==> src/sv/pwd_pkg.sv <==
// Shared types and constants for the pairwise Euclidean distance unit.
// Holds the transfer payload structs, command and register codes and datapath widths.
// No dependencies.
package pwd_pkg;

   // Field and datapath widths.
   localparam int COORD_BITS       = 24;
   localparam int FRAC_BITS        = 8;
   localparam int PT_W             = 10;
   localparam int DIST_W           = 17;
   localparam int NC_W             = 11;
   localparam int SQ_W             = 2 * COORD_BITS;
   localparam int SUM_W            = SQ_W + 2;
   localparam int V_W              = SUM_W - 2 * FRAC_BITS;
   localparam int ROOT_BITS        = (V_W + 1) / 2;

   // Defaults and sizes.
   localparam int DEF_MAX_NODES    = 1024;
   localparam int NODE_COUNT_RESET = 1024;
   localparam int RSPQ_DEPTH       = 32;
   localparam int CSR_IDX_W        = 2;
   localparam int CSR_DATA_W       = 16;

   typedef logic signed [COORD_BITS-1:0] coord_type;

   typedef enum logic [0:0] {
      CMD_LOAD  = 1'b0,
      CMD_QUERY = 1'b1
   } cmd_type;

   typedef enum logic [CSR_IDX_W-1:0] {
      CSR_THREE_D    = 2'd0,
      CSR_NODE_COUNT = 2'd1
   } csr_idx_type;

   typedef struct packed {
      coord_type x;
      coord_type y;
      coord_type z;
   } point_type;

   typedef struct packed {
      cmd_type         cmd;
      logic [PT_W-1:0] point_a;
      logic [PT_W-1:0] point_b;
      coord_type       x_coord;
      coord_type       y_coord;
      coord_type       z_coord;
   } req_type;

   typedef struct packed {
      logic [DIST_W-1:0] distance;
      logic              index_error;
   } rsp_type;

   // Per-query control that rides along the pipeline.
   typedef struct packed {
      logic err;
      logic zero;
   } ctl_type;

endpackage

==> src/sv/pwd_rspq.sv <==
// Result queue between the compute pipeline and the result channel.
// Small register FIFO; the caller guarantees it never overflows.
// Depends on pwd_pkg.
module pwd_rspq import pwd_pkg::*; #(
   parameter int DEPTH = RSPQ_DEPTH
) (
   input  logic    clock,
   input  logic    reset,
   input  logic    push,
   input  rsp_type push_data,
   input  logic    pop,
   output logic    out_valid,
   output rsp_type out_data
);

   localparam int PTR_W = $clog2(DEPTH);

   rsp_type              entry_ff [DEPTH];
   logic [PTR_W-1:0]     wr_ptr_ff, rd_ptr_ff;
   logic [PTR_W:0]       count_ff;

   // Entry storage.
   always_ff @(posedge clock) begin
      if (push) begin
         entry_ff[wr_ptr_ff] <= push_data;
      end
   end

   // Pointers and fill count.
   always_ff @(posedge clock) begin
      if (reset) begin
         wr_ptr_ff <= '0;
         rd_ptr_ff <= '0;
         count_ff  <= '0;
      end else begin
         if (push) begin
            wr_ptr_ff <= wr_ptr_ff + 1'b1;
         end
         if (pop) begin
            rd_ptr_ff <= rd_ptr_ff + 1'b1;
         end
         case ({push, pop})
            2'b10:   count_ff <= count_ff + 1'b1;
            2'b01:   count_ff <= count_ff - 1'b1;
            default: count_ff <= count_ff;
         endcase
      end
   end

   assign out_valid = count_ff != '0;
   assign out_data  = entry_ff[rd_ptr_ff];

endmodule

==> config.mk <==
export PLATFORM = sky130hd
export DESIGN_NAME = pwd_rspq
export DESIGN_NICKNAME = d
export VERILOG_FILES = /design/src/sv/pwd_pkg.sv /design/src/sv/pwd_rspq.sv
export SDC_FILE = /design/constraint.sdc
export NUM_CORES = 1
export LEC_CHECK = 0
export ABC_AREA = 1
export BUFFER_PORTS_ARGS = -buffer_cell sky130_fd_sc_hd__buf_4
export CAP_MARGIN = 10
export CELL_PAD_IN_SITES_DETAIL_PLACEMENT = 0
export CELL_PAD_IN_SITES_GLOBAL_PLACEMENT = 2
export CORE_MARGIN = 3
export CORE_UTILIZATION = 43
export CTS_CLUSTER_SIZE = 24
export DETAILED_ROUTE_END_ITERATION = 8
export GPL_ROUTABILITY_DRIVEN = 0
export PLACE_DENSITY = 0.77
export SLEW_MARGIN = 20
export SYNTH_ARGS = -nofsm -noshare
export SYNTH_HDL_FRONTEND = slang
export SYNTH_SLANG_ARGS = --single-unit
==> constraint.sdc <==
create_clock -name clock -period 2.4 [get_ports clock]
set_input_delay 0 -clock clock [delete_from_list [all_inputs] [get_ports clock]]
set_output_delay 0 -clock clock [all_outputs]
set_load 0.01 [all_outputs]
# Word level (Yosys, flattened, before mapping)
# Memory sizes are Yosys's and may differ from the RTL's. A register that Yosys moved wholly into a read port is not among the register bits.
# Cells that the tools add are included.
# classes
add_sub_neg,4
eq_ne,2
mux,5
reduce_logical,2
# ops
cell,count
6-bit one-hot mux with 2 select lines,1
5-bit by 1-bit adder with 5-bit output (second input constant),2
5-bit two-way mux,2
6-bit by 1-bit adder with 6-bit output (second input constant),1
6-bit nonzero test,1
6-bit by 1-bit subtractor with 6-bit output (second input constant),1
2-bit by 1-bit == test with 1-bit output (second input constant),1
2-bit == test (second input constant),1
1-bit two-way mux,2
2-bit nonzero test,1
# totals
reg_bits,16
mem_bits_rw,576
output_inout_bits,19
word_cells,17
memories,1
# mem_list
name,words,width,read_ports,rd_clocked_by_memory_dff,wr,line,source
entry_ff,32,18,1,1,1,pwd_rspq.sv:18,rsp_type entry_ff [DEPTH];

# Depth between registers and ports, before layout
# depth
word_depth,3
mapped_depth,15
depth_no_buf,14

# Worst setup path before layout
# OpenSTA, ideal clock, no wires.
# synth_timing
path_kind,register to register
from,register wr_ptr_ff[0]
to,"memory entry_ff[31][0] in the netlist's numbering, enable pin"
arrival_time_ps,1629
path_slack_ps,377
stages_incl_launch_ff,6
path_buffers,0
synth_period_minus_slack_ps,2023
cell_sequence,dfxtp_1 > ha_1 > nand2_1 > inv_1 > nand2_1 > nor2_1
# synth_lines
element,line,source
"start, declared",pwd_rspq.sv:19,"logic [PTR_W-1:0] wr_ptr_ff, rd_ptr_ff;"
"start signal, assigned",pwd_rspq.sv:37,wr_ptr_ff <= wr_ptr_ff + 1'b1;
"end, declared",pwd_rspq.sv:18,
# Straight into the memory's write port.

==> results.toml <==
[outcome]
run_status = "complete, no violations"

[route]
dr.pass1.iters = 5
drc = 0
antenna_left = 0
drtIter0Drc = 1188
wl_per_cell_um = 22.56
wl_mm = 67.20
vias = 16010
routed_via_density = 5.374

[clock_network]
clk_path_buf_depth = 3
clock-sinks = 597
path_clk_slew_ps = 60
htreeDepth = 3
clk_latency_ps = 590
numCtsBuffers = 66
tritoncts = "built"
clock-root-buffer = "clkbuf_16"

[synth]
syn_nets = 2098
synth_edf_count = 576
synthFlopType = "edfxtp_1"
synth_area_per_cell_um2 = 11.72
synthCells = 2068
synth_area_leaders = "edfxtp_1 (71%), nand2_1 (11%), nand3_1 (7.7%), a21oi_1 (2.4%), dfxtp_1 (1.7%)"
yosys-top-cells-count = "nand2_1 (704), edfxtp_1 (576), nand3_1 (374)"
yosysWarnings = 0
synth_cell_type_count = 23
synth_most_common_cell = "nand2_1"
synthArstFlopShare_pct = 0
yosysTopAreaCell = "edfxtp_1"
yosysTopAreaCellShare_pct = 71.36
synth_area_um2 = 24240
yosysSeqAreaShare_pct = 73.10
ys_ff_latch = 597

[placement]
dp_hpwl_mm = 36.34
io_buffers = 40
dp_slack_ps = 270.2

[floorplanning]
fp.dieArea_um2 = 59250
die_w_um = 243.4
pin_count = 41
rows = 86
design.core.area_um2 = 55420
start_util_pct = 43.74
die_h_um = 243.4

[critical_path]
cp-end-kind = "output pin"
critPathKind = "flip-flop to output pin"
timing.rr.start = "wr_ptr_ff[1]$_SDFFE_PP0P_"
crit_required_ps = 2400
startpoint_type = "flip-flop"
crit_arrival_ps = 2390
path_max_fanout = 18

[worst_hold_path]
min_path_type = "input pin to flip-flop"
hp-start = "reset"

[layout]
multi_input_area_um2 = 6161
regArea_um2 = 17730
nNetsFinal = 2209
final_util_pct = 52.64
syn_to_final_growth_pct = 20.36
n_fill_cell = 4793
drive_gt1_share_pct = 15.96

[sta]
grt_setup_unrepaired = "true"
slew_headroom_pct = 47.15
post-route-period-util_pct = 99.63
clock-skew-final_ps = 12.55
setup_slack_ps = 8.779
finalMaxSlewViolations = 0
final-setup-viol-count = 0
period_needed_ps = 2391
tightest_slew_ps = 792.8
max_freq_mhz = 418.2
hold_ws_ps = 235.2
finalHoldViolCount = 0
fin_setup_tns_ps = 0

[global_route]
grt_overflow = 0
grt_pass1_wl_mm = 98.90
grt_pass1_vias = 15370
grt_max_degree = 62
grtUsageTotal_pct = 22.29
antenna_found_initial = 3

[flow_run]
drv_cap = 0

[pwr]
p_leak_uw = 0.01046
ir_worst_vdd_mv = 0.4922
p_per_area_nw_per_um2 = 802.4
==> metrics by stage <==
| stage | cell area (um2) | instances | total power (uW) |
|---|---|---|---|
| after floorplan | 24240 | 2068 | 12780 |
| after global placement | 25770 | 2805 | 13510 |
| after detailed placement | 25770 | 2805 | 13530 |
| after CTS | 28670 | 2963 | 23480 |
| after global routing | 29170 | 2978 | 24260 |
| final | 29170 | 2979 | 23410 |
==> where the power goes <==
group	internal, uW	switching [uW]	leakage, uW	total, uW
logic	773	1360	0.00407	2130
registers	11500	38.0	0.00536	11500
clock network	5820	3920	0.00102	9740
==> flip-flops by register name (all words and copies together) (netlist names), named ones only <==
signal     cells
rd_ptr_ff      5
entry_ff     576
wr_ptr_ff      5
count_ff       6
==> area by class of cell <==
type	count	share of cell area, %
diodes	1	0.008579
clock buffers	97	6.674
clock inverters	22	0.4933
inverters	34	0.5748
multi-input cells	1313	21.12
flip-flops and latches	597	60.77
well taps	748	3.208
repair buffers	163	6.970
repair inverters	4	0.1801
==> critical path, stage by stage, from the launching register on <==
cell	delay [ps]
dfxtp_4	370
buf_12	180
clkinv_16	120
buf_16	170
buf_12	150
buf_8	130
nand2_1	50
a21oi_1	70
o31ai_2	270
a21oi_1	110
buf_4	160
==> timing repair <==
item / in CTS / in global routing
hold buffers: 22 / 0
hold endpoints to repair: 597 / 0
setup endpoints to repair: 18 / 18
setup buffers: 7 / 10
resized for setup: 67 / 74
gates cloned: 10 / 9
pin swaps: 13 / 30
==> path summary, 6_finish.rpt <==
kind	slack [ps]	cells past startpoint	to
hold reg to reg	540	2	count_ff[1]$_SDFFE_PP0P_
hold / removal	240	3	wr_ptr_ff[4]$_SDFFE_PP0P_
setup / recovery	9	10	out_data[17]
setup reg to reg	460	5	entry_ff[20][3]$_DFFE_PP_
==> metal layers <==
| layer | part of all wire [%] | routed length (um) | vias to the layer above | global-route usage (%) |
|---|---|---|---|---|
| met2 | 48 | 32200 | 390 | 35.46 |
| li1 | - | - | 7523 | - |
| met1 | 45 | 30230 | 7979 | 31.01 |
| met3 | 4.6 | 3116 | 112 | 4.193 |
| met5 | 0.051 | 34 | - | 0 |
| met4 | 2.4 | 1613 | 4 | 7.540 |
==> layout by cell type (no fill, tap or decap), drive strengths merged, types with 4 or more instances in the layout <==
master	synthesis	layout
dlygate4sd3	0	22
dfxtp	21	21
clkbuf	25	104
nor2	67	67
o21ai	10	10
clkinv	0	25
nand2	704	704
buf	99	133
ha	8	8
nand3	374	374
edfxtp	576	576
nor3	5	5
inv	34	33
xnor2	4	4
a21oi	117	117
o31ai	18	18
==> cell families (layout without fill, tap and decap cells) <==
kind of cell	after synthesis	count (layout)	synth area share [%]
AO/OA/AOI/OAI	149	149	3.288
XOR/XNOR	4	4	0.1445
adder cells (fa/ha/maj)	8	8	0.4130
buffers and inverters	158	320	3.237
flip-flops	597	597	73.10
other	0	1	0
AND/OR/NAND/NOR	1152	1152	19.82
Note: power is estimated with default switching activity, not from simulation.
