## src/sv/pwd_pkg.sv

```systemverilog
// Shared types and constants for the pairwise Euclidean distance unit.
// Holds the transfer payload structs, command and register codes and datapath widths.
// No dependencies.
package pwd_pkg;

   // Field and datapath widths.
   localparam int COORD_BITS       = 24;
   localparam int FRAC_BITS        = 8;
   localparam int PT_W             = 10;
   localparam int DIST_W           = 17;
   localparam int NC_W             = 11;
   localparam int SQ_W             = 2 * COORD_BITS;
   localparam int SUM_W            = SQ_W + 2;
   localparam int V_W              = SUM_W - 2 * FRAC_BITS;
   localparam int ROOT_BITS        = (V_W + 1) / 2;

   // Defaults and sizes.
   localparam int DEF_MAX_NODES    = 1024;
   localparam int NODE_COUNT_RESET = 1024;
   localparam int RSPQ_DEPTH       = 32;
   localparam int CSR_IDX_W        = 2;
   localparam int CSR_DATA_W       = 16;

   typedef logic signed [COORD_BITS-1:0] coord_type;

   typedef enum logic [0:0] {
      CMD_LOAD  = 1'b0,
      CMD_QUERY = 1'b1
   } cmd_type;

   typedef enum logic [CSR_IDX_W-1:0] {
      CSR_THREE_D    = 2'd0,
      CSR_NODE_COUNT = 2'd1
   } csr_idx_type;

   typedef struct packed {
      coord_type x;
      coord_type y;
      coord_type z;
   } point_type;

   typedef struct packed {
      cmd_type         cmd;
      logic [PT_W-1:0] point_a;
      logic [PT_W-1:0] point_b;
      coord_type       x_coord;
      coord_type       y_coord;
      coord_type       z_coord;
   } req_type;

   typedef struct packed {
      logic [DIST_W-1:0] distance;
      logic              index_error;
   } rsp_type;

   // Per-query control that rides along the pipeline.
   typedef struct packed {
      logic err;
      logic zero;
   } ctl_type;

endpackage

```

## src/sv/pwd_isqrt.sv

```systemverilog
// Pipelined integer square root, one result bit per stage, restoring method.
// Takes a new operand every cycle.
// Depends on pwd_pkg.
module pwd_isqrt import pwd_pkg::*; (
   input  logic                 clock,
   input  logic [V_W-1:0]       radicand,
   output logic [ROOT_BITS-1:0] root
);

   localparam int RW    = ROOT_BITS + 2;
   localparam int TW    = RW + 2;
   localparam int VP_W  = 2 * ROOT_BITS;

   logic [RW-1:0]        rem_ff [ROOT_BITS-1];
   logic [VP_W-1:0]      vs_ff  [ROOT_BITS-1];
   logic [ROOT_BITS-1:0] q_ff   [ROOT_BITS];

   for (genvar k = 0; k < ROOT_BITS; k++) begin : g_stage
      logic [RW-1:0]        rem_p;
      logic [ROOT_BITS-1:0] q_p;
      logic [VP_W-1:0]      vs_p;
      logic [TW-1:0]        rem_t;
      logic [TW-1:0]        trial;
      logic                 ge;

      // First stage starts from an empty remainder and the padded operand.
      if (k == 0) begin : g_first
         assign rem_p = '0;
         assign q_p   = '0;
         assign vs_p  = VP_W'(radicand);
      end else begin : g_next
         assign rem_p = rem_ff[k-1];
         assign q_p   = q_ff[k-1];
         assign vs_p  = vs_ff[k-1];
      end

      // Bring down the next two bits and try to subtract 4q+1.
      assign rem_t = {rem_p, vs_p[VP_W-1 -: 2]};
      assign trial = TW'({q_p, 2'b01});
      assign ge    = rem_t >= trial;

      always_ff @(posedge clock) begin
         q_ff[k] <= {q_p[ROOT_BITS-2:0], ge};
      end

      // The last stage only needs the root.
      if (k < ROOT_BITS - 1) begin : g_carry
         always_ff @(posedge clock) begin
            rem_ff[k] <= ge ? RW'(rem_t - trial) : RW'(rem_t);
            vs_ff[k]  <= vs_p << 2;
         end
      end
   end

   assign root = q_ff[ROOT_BITS-1];

endmodule

```

## config.mk

```make
export PLATFORM = sky130hd
export DESIGN_NAME = pwd_isqrt
export DESIGN_NICKNAME = d
export VERILOG_FILES = /design/src/sv/pwd_pkg.sv /design/src/sv/pwd_isqrt.sv
export SDC_FILE = /design/constraint.sdc
export NUM_CORES = 1
export LEC_CHECK = 0
export BUFFER_PORTS_ARGS = -buffer_cell sky130_fd_sc_hd__buf_2
export CAP_MARGIN = 30
export CORE_MARGIN = 2
export CORE_UTILIZATION = 60
export DETAILED_ROUTE_END_ITERATION = 8
export PLACE_DENSITY = 0.77
export SKIP_LAST_GASP = 1
export SYNTH_ARGS = -nofsm -noshare
export SYNTH_HDL_FRONTEND = slang
export SYNTH_SLANG_ARGS = --single-unit
```

## constraint.sdc

```tcl
create_clock -name clock -period 2.8 [get_ports clock]
set_input_delay 0.84 -clock clock [delete_from_list [all_inputs] [get_ports clock]]
set_output_delay 0.84 -clock clock [all_outputs]
set_load 0.01 [all_outputs]
```

* After elaboration in Yosys (flattened, before gate mapping)
Memory sizes are Yosys's and may differ from the RTL's.
Cells that the tools add are included.
** Word-level totals
- Flip-flop bits (word level) :: 0
- Latch bits :: 0
- Bits in writable memories :: 1105
- Bits in read-only memories :: 0
- Input bits :: 35
- Output and inout bits :: 17
- Logic and storage cells :: 52
- Memories :: 3
** Operators by class
- Add/subtract/negate cells :: 16
- Multipliers :: 0
- Div/mod/pow operators :: 0
- $lt $le $gt $ge :: 17
- Equal/unequal tests :: 0
- Shift operators :: 0
- Mux-type cells :: 16
- Bitwise operators :: 0
- Reductions and logical operators :: 0
** Memory list
- vs_ff :: words 16, bits a word 32, read ports 16, clocked after memory_dff 0, write ports 16, line pwd_isqrt.sv:15 : logic [VP_W-1:0] vs_ff [ROOT_BITS-1];
- rem_ff :: words 16, bits a word 19, read ports 16, clocked after memory_dff 0, write ports 16, line pwd_isqrt.sv:14 : logic [RW-1:0] rem_ff [ROOT_BITS-1];
- q_ff :: words 17, bits a word 17, read ports 17, clocked after memory_dff 0, write ports 17, line pwd_isqrt.sv:16 : logic [ROOT_BITS-1:0] q_ff [ROOT_BITS];
** Operator list (count)
- $ge A21 B19 Y1 :: 16
- $mux W19 :: 16
- $sub A19 B19 Y19 :: 15
- $sub A2 B1 Y3 const B :: 1
- $ge A2 B1 Y1 const B :: 1

* Longest topological paths before layout
An unclocked memory read counts as a cell.
- Word-level depth :: 3
- Depth in mapped cells :: 11
- Gate-level depth less buffers :: 11

* Least setup slack after synthesis
No wires, ideal clock.
- Path kind :: register to register
- Start :: memory q_ff[6][8] in the netlist's numbering
- End :: memory rem_ff[6][28] in the netlist's numbering
- Arrival time :: 2424 ps
- Required time :: 2679 ps
- Setup slack :: 255 ps
- Cell stages (with the launch flop) :: 11
- Period minus slack after synthesis :: 2545 ps
- Cells stage by stage :: dfxtp_1 -> inv_1 -> ha_1 -> clkbuf_1 -> a21o_1 -> a211oi_1 -> a21oi_2 -> o21a_4 -> nor3b_4 -> buf_6 -> mux2_4
** RTL lines (line)
- start, declared :: pwd_isqrt.sv:16
- end, declared :: pwd_isqrt.sv:14

==> run metrics <==
FFs w/ async S/R, synth 0%; Worst Path Required approximately 3.3 ns; prevailing post-synth register cell dfxtp_1; Die Ht around 210 um; Synth top cells by count 707 x dfxtp_1, 215 x inv_1, 172 x nor2_1; Remaining Overflow, GRT 0; cell count after synthesis between 2000 and 2500; LEAKAGE 13.7 nW; Post-Syn Area around 26000 um^2; Post-Place Setup Slack a little under 0.09 ns; CTS H-Tree Depth 3; post-synthesis cell type count a little over 80; initial antenna violation count 0; hold_ws roughly 0.32 ns; Critical Path End Type flop; Rows 75; status completed; synthesized area per cell 10.4 um^2; Startpoint Class flop; highest clock rate ~370 MHz; post-synth top area cell dfxtp_1; Fin. Hold Viols 0; Slew Viols, Final 0; count leader, synth dfxtp_1; total CTS buffers 69; reg2reg setup slack around 0.10 ns; HPWL after detailed placement 35.1 mm; PortBufs 51; Tot Pwr around 0.027 W; worst hold endpoint vs_ff[0][251]$_DFF_P_; reg2reg end rem_ff[6][16]$_DFF_P_; max incr delay on CP about 0.48 ns; Reg2Reg Depth 9; initial core utilization around 60%; hold path depth 0; area growth from synthesis to layout 13.5%; I/O pin total between 50 and 60; Placed Cells incl. Taps 3077; count of antenna diodes in the layout 0; Routability Congestion just under 0.9; Vias/cell 5.37; Setup-failing EPs final 0; Area contributors post-synth dfxtp_1 55%, ha_1 8.3%, xnor2_1 3.7%, xor2_1 3.2%, inv_1 3.1%; final WL just under 50 mm; max cap viols 0; core area between 40000 and 50000 um^2; Clk pin slew, worst setup/hold paths roughly 0.070 ns; Cell Chain, Critical Path inv_1 -> ha_1 -> o21a_1 -> or4_1 -> a41oi_2 -> o21ai_1 -> a31o_2 -> nor3b_1 -> xor2_1; final worst slack a little over 0.1 ns; Yosys top cell area share 54.9%; post-CTS setup buffers 0; drt drc 0; hold path startpoint vs_ff[0][217]$_DFF_P_; Detailed Route Iter0 Violations 900; Max Buffers Root-to-Sink 3; HP Class reg2reg; post-route clock period utilization between 90% and 100%; average routed wire per standard cell approximately 15 um; # clock sinks 707; Crit Path Max Fanout 16; DR vias ~17000; Power Dens Cells slightly above 900 nW/um^2; CTS tree done; Skew-Pair Late Insertion Delay ~0.60 ns; largest net degree at the start of global routing 33; Nets between 2000 and 3000; share of layout cells above drive strength 1 between 10 and 15%; full die area ~45000 um^2; placed cell areas between 20000 and 30000 um^2; reg2reg start q_ff[5][17]$_DFF_P_; antenna-violating nets left 0; drt first pass iters 6; Syn Nets between 2000 and 3000; worst vdd ir between 600 and 700 uV; CTS Root Cell clkbuf_16; Ys Warns 0; Final Skew 0.0198 ns; sequential area share after synthesis roughly 55%; first-pass GRT wire length 80.7 mm; Cell Count, Final, Fillers Out roughly 3200; vias in the first global route about 17000; min Tclk post-route 2.70 ns; slew margin rel. about three fifths; Die Wd around 210 um; Slowest-stage cell, CP or4_1; Yosys reg bits 707; Post-synth EDFFs 0; Worst EP arrival 3.17 ns; Finished Cell Area a little under 30000 um^2; critical path type reg2reg; Worst-Margin Slew around 0.57 ns; gr usage total between 20% and 30%
[report_power, final]
group | internal, W | leakage [nW] | switching, W
Combinational | 0.00234 | 6.61 | 0.00252
Sequential | 0.0118 | 5.92 | 0.00118
Clock | 0.00552 | 1.16 | 0.00388
Total | 0.0197 | 13.7 | 0.00758
[worst max-delay path: cells and delay by family (launching register included)]
kind                     cells  cell delay, ns
flip-flops                   1            0.33
AND/OR/NAND/NOR              2            0.67
AO/OA/AOI/OAI                4            1.02
buffers and inverters        1            0.05
XOR/XNOR                     1            0.16
adder cells (fa/ha/maj)      1            0.33
[registers in the layout, summed over array words and instances, names as in the netlist]
register,cells
q_ff,153
rem_ff,282
vs_ff,272
[kinds of logic after synthesis]
kind of cell / after synthesis / share of synthesized area, %
simple gates: 643 / 12.7
xor+xnor: 205 / 6.97
buf+inv: 245 / 3.68
other cells: 1 / 0.0146
mux: 48 / 2.14
flops: 707 / 54.9
compound gates: 467 / 11.2
fa+ha+maj: 171 / 8.31
[stage by stage]
step	utilization (%)	TNS (ns)
2_1_floorplan	-	0
6_report	69.4	0
5_1_grt	69.4	-0.0558
3_5_place_dp	63.7	0
4_1_cts	69.3	0
3_3_place_gp	63.7	0
[area by class of cell]
class / instances / area (um^2)
flip-flops and latches: 707 / 14200
clock buffers: 101 / 2000
fillers: 3091 / 12900
repair buffers: 80 / 523
inverters: 216 / 811
well taps: 539 / 674
clock inverters: 25 / 394
multi-input cells: 1535 / 10700
[how the worst max path moves through the flow]
stage | startpoint | end | slack [ns] | cells after the start
2_1_floorplan | q_ff[6][8]$_DFF_P_ | rem_ff[6][28]$_DFF_P_ | 0.25 | 10
3_5_place_dp | q_ff[5][17]$_DFF_P_ | rem_ff[6][16]$_DFF_P_ | 0.09 | 9
5_1_grt | q_ff[5][17]$_DFF_P_ | rem_ff[6][18]$_DFF_P_ | -0.02 | 9
6_report | q_ff[5][17]$_DFF_P_ | rem_ff[6][16]$_DFF_P_ | 0.10 | 9
4_1_cts | q_ff[5][17]$_DFF_P_ | rem_ff[6][16]$_DFF_P_ | 0.07 | 9
3_3_place_gp | q_ff[5][17]$_DFF_P_ | rem_ff[6][14]$_DFF_P_ | 0.18 | 9
[timing repair]
item | 4_1_cts | 5_1_grt
gates resized for setup | 0 | 7
hold buffers | 0 | 0
endpoints found under the setup margin | 0 | 33
[per-layer routing]
layer	vias to the layer above	routed length [um]	global-route usage [%]
met4	0	1170	8.04
met3	87	2330	3.35
met1	7983	21600	28.0
met5	-	0	0
li1	8731	-	-
met2	392	23300	38.0
[placed cells by master, fill, tap and decap left out, types with 9 or more instances in the layout]
cell type / instances
nand3b_1: 9
o211ai_1: 12
xnor2_1: 110
or4_1: 16
nor2_1: 172
ha_1: 171
or3_1: 28
or2_2: 17
clkbuf_16: 69
o22ai_1: 10
o21ai_0: 118
nand3_1: 44
buf_2: 51
mux2_2: 33
mux2i_1: 9
nor2b_1: 27
a21oi_1: 152
o21bai_1: 11
xor2_1: 95
nand2b_1: 29
nor4_1: 24
a21o_1: 29
nand2_1: 133
o21a_1: 42
inv_1: 215
nor3_1: 66
nand4_1: 29
buf_4: 25
a211oi_1: 9
clkbuf_8: 15
o31ai_1: 18
clkbuf_1: 17
dfxtp_1: 707
Power figures use the tool's default switching activity.
