$ cat src/sv/pwd_pkg.sv
// Shared types and constants for the pairwise Euclidean distance unit.
// Holds the transfer payload structs, command and register codes and datapath widths.
// No dependencies.
package pwd_pkg;

   // Field and datapath widths.
   localparam int COORD_BITS       = 24;
   localparam int FRAC_BITS        = 8;
   localparam int PT_W             = 10;
   localparam int DIST_W           = 17;
   localparam int NC_W             = 11;
   localparam int SQ_W             = 2 * COORD_BITS;
   localparam int SUM_W            = SQ_W + 2;
   localparam int V_W              = SUM_W - 2 * FRAC_BITS;
   localparam int ROOT_BITS        = (V_W + 1) / 2;

   // Defaults and sizes.
   localparam int DEF_MAX_NODES    = 1024;
   localparam int NODE_COUNT_RESET = 1024;
   localparam int RSPQ_DEPTH       = 32;
   localparam int CSR_IDX_W        = 2;
   localparam int CSR_DATA_W       = 16;

   typedef logic signed [COORD_BITS-1:0] coord_type;

   typedef enum logic [0:0] {
      CMD_LOAD  = 1'b0,
      CMD_QUERY = 1'b1
   } cmd_type;

   typedef enum logic [CSR_IDX_W-1:0] {
      CSR_THREE_D    = 2'd0,
      CSR_NODE_COUNT = 2'd1
   } csr_idx_type;

   typedef struct packed {
      coord_type x;
      coord_type y;
      coord_type z;
   } point_type;

   typedef struct packed {
      cmd_type         cmd;
      logic [PT_W-1:0] point_a;
      logic [PT_W-1:0] point_b;
      coord_type       x_coord;
      coord_type       y_coord;
      coord_type       z_coord;
   } req_type;

   typedef struct packed {
      logic [DIST_W-1:0] distance;
      logic              index_error;
   } rsp_type;

   // Per-query control that rides along the pipeline.
   typedef struct packed {
      logic err;
      logic zero;
   } ctl_type;

endpackage

$ cat src/sv/pwd_sqsum.sv
// Difference, square and sum stages: turns two points into the sum of squared
// differences with the fraction bits of the square dropped. Three register stages.
// Depends on pwd_pkg.
module pwd_sqsum import pwd_pkg::*; (
   input  logic           clock,
   input  point_type      pt_a,
   input  point_type      pt_b,
   input  logic           three_d,
   output logic [V_W-1:0] sum_sq
);

   logic [COORD_BITS-1:0] dx_ff, dy_ff, dz_ff;
   logic [SQ_W-1:0]       sqx_ff, sqy_ff, sqz_ff;
   logic [SUM_W-1:0]      total;
   logic [V_W-1:0]        sum_ff;

   // Magnitude of the difference of two signed coordinates.
   function automatic logic [COORD_BITS-1:0] magnitude(coord_type a, coord_type b);
      logic [COORD_BITS:0] d;
      begin
         d = {a[COORD_BITS-1], a} - {b[COORD_BITS-1], b};
         magnitude = d[COORD_BITS] ? COORD_BITS'(-d) : COORD_BITS'(d);
      end
   endfunction

   // Stage one: absolute differences, z forced to zero in 2D mode.
   always_ff @(posedge clock) begin
      dx_ff <= magnitude(pt_a.x, pt_b.x);
      dy_ff <= magnitude(pt_a.y, pt_b.y);
      dz_ff <= three_d ? magnitude(pt_a.z, pt_b.z) : '0;
   end

   // Stage two: one multiplier per axis.
   always_ff @(posedge clock) begin
      sqx_ff <= dx_ff * dx_ff;
      sqy_ff <= dy_ff * dy_ff;
      sqz_ff <= dz_ff * dz_ff;
   end

   // Stage three: sum and drop the fraction bits of the squared value.
   assign total = SUM_W'(sqx_ff) + SUM_W'(sqy_ff) + SUM_W'(sqz_ff);

   always_ff @(posedge clock) begin
      sum_ff <= total[SUM_W-1:2*FRAC_BITS];
   end

   assign sum_sq = sum_ff;

endmodule

$ cat config.mk
export PLATFORM = sky130hd
export DESIGN_NAME = pwd_sqsum
export DESIGN_NICKNAME = d
export VERILOG_FILES = /design/src/sv/pwd_pkg.sv /design/src/sv/pwd_sqsum.sv
export SDC_FILE = /design/constraint.sdc
export NUM_CORES = 2
export LEC_CHECK = 0
export BUFFER_PORTS_ARGS = -buffer_cell sky130_fd_sc_hd__buf_2
export CAP_MARGIN = 20
export CORE_MARGIN = 4
export CORE_UTILIZATION = 50
export CTS_BUF_LIST = sky130_fd_sc_hd__clkbuf_2 sky130_fd_sc_hd__clkbuf_4 sky130_fd_sc_hd__clkbuf_8
export DETAILED_ROUTE_END_ITERATION = 8
export GPL_ROUTABILITY_DRIVEN = 0
export HOLD_SLACK_MARGIN = 0.06
export PLACE_DENSITY_LB_ADDON = 0.1
export RECOVER_POWER = 100
export REMOVE_ABC_BUFFERS = 1
export SYNTH_ARGS = -nofsm -noshare
export SYNTH_HDL_FRONTEND = slang
export SYNTH_SLANG_ARGS = --single-unit
$ cat constraint.sdc
create_clock -name clock -period 21.4 [get_ports clock]
set_input_delay 6.42 -clock clock [delete_from_list [all_inputs] [get_ports clock]]
set_output_delay 6.42 -clock clock [all_outputs]
set_load 0.02 [all_outputs]
Yosys cells after proc, flatten, opt, wreduce, memory -nomap -nowiden

Cells that the tools add are included.

Add/subtract/negate cells: 8
Multipliers: 3
Mux-type cells: 3

Operators by type and width:

| kind                                           | number |
|---|---|
| 24-bit by 24-bit multiplier with 48-bit output | 3 |
| 24-bit by 24-bit subtractor with 25-bit output | 3 |
| 24-bit 2-to-1 mux                              | 3 |
| 24-bit negator                                 | 3 |
| 49-bit by 48-bit adder with 50-bit output      | 1 |
| 48-bit by 48-bit adder with 49-bit output      | 1 |

Register bits after elaboration: 250
Input port bits: 146
Logic and storage cells: 21

Logic depth before layout (Yosys ltp)

Depth after elaboration: 3
Depth in mapped cells: 29
Gate-level depth less buffers: 28

Worst setup path before layout

Ideal clock, no wire load.

Path type: in2reg
From: input port pt_a[24] in the netlist's numbering
To: register dy_ff[23]
Data arrival time: 9.569 ns
Path slack: 11.759 ns
Stages: 14
Buffers on the path: 0
Cell sequence: inv_1 -> ha_1 -> inv_1 -> fa_1 -> a211oi_1 -> o21ai_1 -> a21o_1 -> o21a_1 -> a211oi_1 -> nor4b_1 -> nand2_1 -> or4_1 -> o211ai_1 -> xnor2_1

Longest elaborated chain between the ends: 3

Ends and longest elaborated chain:

| what                                             | line            | text |
|---|---|---|
| start: declaration                               | pwd_sqsum.sv:6  | `input point_type pt_a,` |
| 24-bit by 24-bit subtractor with 25-bit output * | pwd_sqsum.sv:21 | `d = {a[COORD_BITS-1], a} - {b[COORD_BITS-1], b};` |
| 24-bit negator                                   | pwd_sqsum.sv:22 | `magnitude = d[COORD_BITS] ? COORD_BITS'(-d) : COORD_BITS'(d);` |
| 24-bit 2-to-1 mux *                              | pwd_sqsum.sv:22 |  |
| end signal: assignment                           | pwd_sqsum.sv:29 | `dy_ff <= magnitude(pt_a.y, pt_b.y);` |
| end: declaration                                 | pwd_sqsum.sv:12 | `logic [COORD_BITS-1:0] dx_ff, dy_ff, dz_ff;` |

Mark *: on every way between the ends. The rest lies on a longest branch, timed or not.
A chain may end at the register's enable or synchronous reset.

Final worst setup path

From: input port pt_a[0] in the netlist's numbering
To: register dz_ff[2]

Longest elaborated chain between the ends: 3

Ends and longest elaborated chain:

| what                                             | line            | text |
|---|---|---|
| 24-bit by 24-bit subtractor with 25-bit output * | pwd_sqsum.sv:21 |  |
| 24-bit negator                                   | pwd_sqsum.sv:22 |  |
| 24-bit 2-to-1 mux *                              | pwd_sqsum.sv:22 |  |
| end signal: assignment                           | pwd_sqsum.sv:30 | `dz_ff <= three_d ? magnitude(pt_a.z, pt_b.z) : '0;` |
| end: declaration                                 | pwd_sqsum.sv:12 |  |

Marked as above.

==> run metrics <==
number of flops mapped to enable cells by yosys=0; top fanout value on the critical path=25; post-cts hold buffer count=0; die outline height=around 360 µm; total placed cells including tap cells=about 8400; clock buffers created by TritonCTS=46; run status=complete, but fails checks; Post-CTS Setup Repair Bufs=0; Avg Vias per Cell=~5.1; # port buffers=around 180; Die W=about 360 µm; sequential-to-total area share from yosys stat=under 10%; post-route fraction of the period consumed by the critical path=46.3%; Pins Over Slew Limit=25; cells after synthesis=roughly 6700; root buffer selected by CTS=sky130_fd_sc_hd__clkbuf_8; CTS tree=yes; synth top area cells=sky130_fd_sc_hd__fa_1, sky130_fd_sc_hd__ha_1, sky130_fd_sc_hd__inv_1; Register Area=approximately 4900 µm²; Starting Density=about half; H-Tree Level Count=2; post-synthesis cell area=roughly 60000 µm²; kind of start point of the critical path=input pin; fill cell total of the finished layout=between 10000 and 15000; post-synthesis area per instance=between 9 and 10 µm²; Simple-Gate Fraction of Synth Area=between 10% and 20%; required time worst endpoint=21.94 ns; Max clock buf depth=3; parity-gate share of the synthesized area counting xor and xnor cells=about 4.2%; overall global routing resource usage=a little under a quarter; ys async rst share=0%; # Max-Cap Violations=1; post-synthesis adder-cell area fraction=56.0%; flip-flop and latch count after synthesis=244; most area-hungry cell type in the Yosys netlist=sky130_fd_sc_hd__fa_1; Setup Crit Path Kind=input pin to register; pin count of the biggest net entering global routing=27; HPWL Detailed=120000 µm; TNS Setup=0 ns; multi-input gate area in the final layout=48700 µm²; number of warnings issued by yosys=0; Post-route DRC=0; largest family of logic cells by synthesized area=adder cells; prevailing post-synth register cell=sky130_fd_sc_hd__dfxtp_1; class of the tightest hold or removal check=register to register; setup clock skew after layout=between 0.04 and 0.05 ns; shortest period the worst path allows=9.91 ns; cell area after placement=approximately 64000 µm²; category of the worst setup path capture point=register; pin slew with the least headroom to its limit=about 1.5 ns; share of Yosys cell area claimed by the top area cell type=42.8%; Worst EP arrival=10.46 ns; most instantiated cells after synthesis=sky130_fd_sc_hd__inv_1, sky130_fd_sc_hd__fa_1, sky130_fd_sc_hd__ha_1, sky130_fd_sc_hd__nand2_1, sky130_fd_sc_hd__and2_1; final instance area=approximately 65000 µm²; failing checks=capacitance limit, slew limit; site row count=128; count of final hold-check violations=0; number of optimization iterations in the first detailed-route pass=7; number of library cell types mapped by synthesis=85; most instantiated library cell after synthesis=sky130_fd_sc_hd__inv_1; via count of the routed design=43188; count of non-filler cells in the finished layout=8508; aggregate global routing overflow=0; worst rel slew slack=-1.70%; clock insertion delay at the later pin of the skew report=between 0.6 and 0.7 ns; antenna violations before repair=6; Sinks on Clock Net=around 240; number of global-route vias before repair=~46000; number of nets in the final layout=8958; first-pass GRT wire length=between 200000 and 250000 µm; Gates resized, CTS repair=0; Compound-Gate Fraction of Synth Area=under 10%; fmax=~0.1 GHz; full die area=between 100000 and 150000 µm²; setup repair after global routing missed its margin=no; multiplexer share of the synthesized area=less than 1%; total detailed-routing wirelength=between 100000 and 150000 µm; number of top-level design ports=180; CTS clock-pin slew for the worst setup and hold paths=~0.060 ns; ratio of cells with drive above 1 in the final layout=approximately 4.8%; core footprint=between 100000 and 150000 µm²; violation count after the first detailed-route iteration=~1900; count of endpoints failing setup in the final report=0; Avg WL per Cell=around 17 µm; remaining antenna violation count=0; area delta synth->final=6.07%
[flip-flops by register name, summed over array words and instances (netlist names)]
signal,cells
dz_ff,24
dy_ff,24
dx_ff,24
sqy_ff,46
sum_sq,34
sqx_ff,46
sqz_ff,46
[cell families (layout without fill, tap and decap cells)]
| kind of cell | count (synthesis) | after routing |
|---|---|---|
| adders and majority gates | 1965 | 1965 |
| xor gates and xnor gates | 296 | 296 |
| DFF | 244 | 244 |
| other | 1 | 4 |
| buffers and inverters | 2088 | 2239 |
| and+or+nand+nor | 1389 | 1389 |
| muxes | 10 | 10 |
| AOI/OAI and AO/OA | 736 | 736 |
[final cells by class]
type,count,share of cell area (%)
multi-input combinational,4397,74.7
sequential,244,7.49
timing repair buffer,249,2.12
inverter,1909,11.0
tap,1625,3.12
clock inverter,14,0.249
antenna,3,0.0115
clock buffer,67,1.30
[layer usage]
layer  share of wire, %  vias to the layer above  GRT usage, %
li1                   -                    20398             -
met1                 44                    21853          31.7
met2                 49                      747          40.8
met3                3.7                      186          2.41
met4                2.5                        4          5.82
met5              0.019                        -             0
[cell usage in the layout (no fill, tap or decap), types with 40 or more instances in the layout]
master                        n
sky130_fd_sc_hd__nor2b_1     42
sky130_fd_sc_hd__nor3_1      40
sky130_fd_sc_hd__buf_2      145
sky130_fd_sc_hd__o21ai_0    130
sky130_fd_sc_hd__ha_1       651
sky130_fd_sc_hd__buf_4       65
sky130_fd_sc_hd__nand3_1     41
sky130_fd_sc_hd__a21oi_1    208
sky130_fd_sc_hd__nand2_1    561
sky130_fd_sc_hd__inv_1     1909
sky130_fd_sc_hd__o21a_1      48
sky130_fd_sc_hd__dfxtp_1    244
sky130_fd_sc_hd__xor2_1     102
sky130_fd_sc_hd__a21o_1     121
sky130_fd_sc_hd__and2_1     343
sky130_fd_sc_hd__fa_1      1314
sky130_fd_sc_hd__clkbuf_8    55
sky130_fd_sc_hd__nor2_1     185
sky130_fd_sc_hd__xnor2_1    194
[stage by stage]
stage	setup slack, ns	util (%)	hold WS, ns
5_1_grt	11.06	53.4	0.724
6_report	11.49	53.5	0.652
3_3_place_gp	10.96	52.7	0.654
2_1_floorplan	11.61	-	0.600
4_1_cts	11.67	53.5	0.676
3_5_place_dp	10.98	52.7	0.655
[final timing paths]
| check | end | cells after the start | startpoint | slack (ns) |
|---|---|---|---|---|
| min | sum_sq[32] | 2 | sqz_ff[47] | 0.65 |
| max reg2reg | sqx_ff[47] | 28 | dx_ff[1] | 12.61 |
| max | dz_ff[2] | 16 | pt_a[0] | 11.49 |
| min reg2reg | sum_sq[32] | 2 | sqz_ff[47] | 0.65 |
[worst max-delay path, cell delays in order]
cell and delay, ns:
sky130_fd_sc_hd__buf_2 0.10, sky130_fd_sc_hd__inv_1 0.05, sky130_fd_sc_hd__ha_1 0.17, sky130_fd_sc_hd__inv_1 0.06, sky130_fd_sc_hd__fa_1 0.41, sky130_fd_sc_hd__a211oi_1 0.25, sky130_fd_sc_hd__o21bai_1 0.23, sky130_fd_sc_hd__o2111ai_1 0.35
sky130_fd_sc_hd__a21boi_0 0.18, sky130_fd_sc_hd__o311a_1 0.38, sky130_fd_sc_hd__o41ai_1 0.38, sky130_fd_sc_hd__nand2b_1 0.17, sky130_fd_sc_hd__a31oi_1 0.22, sky130_fd_sc_hd__clkbuf_1 0.46, sky130_fd_sc_hd__or3_1 0.47, sky130_fd_sc_hd__and3_1 0.16
Power is not shown: default switching activity piles up to over one toggle a cycle in this logic, so the estimate is an artifact.
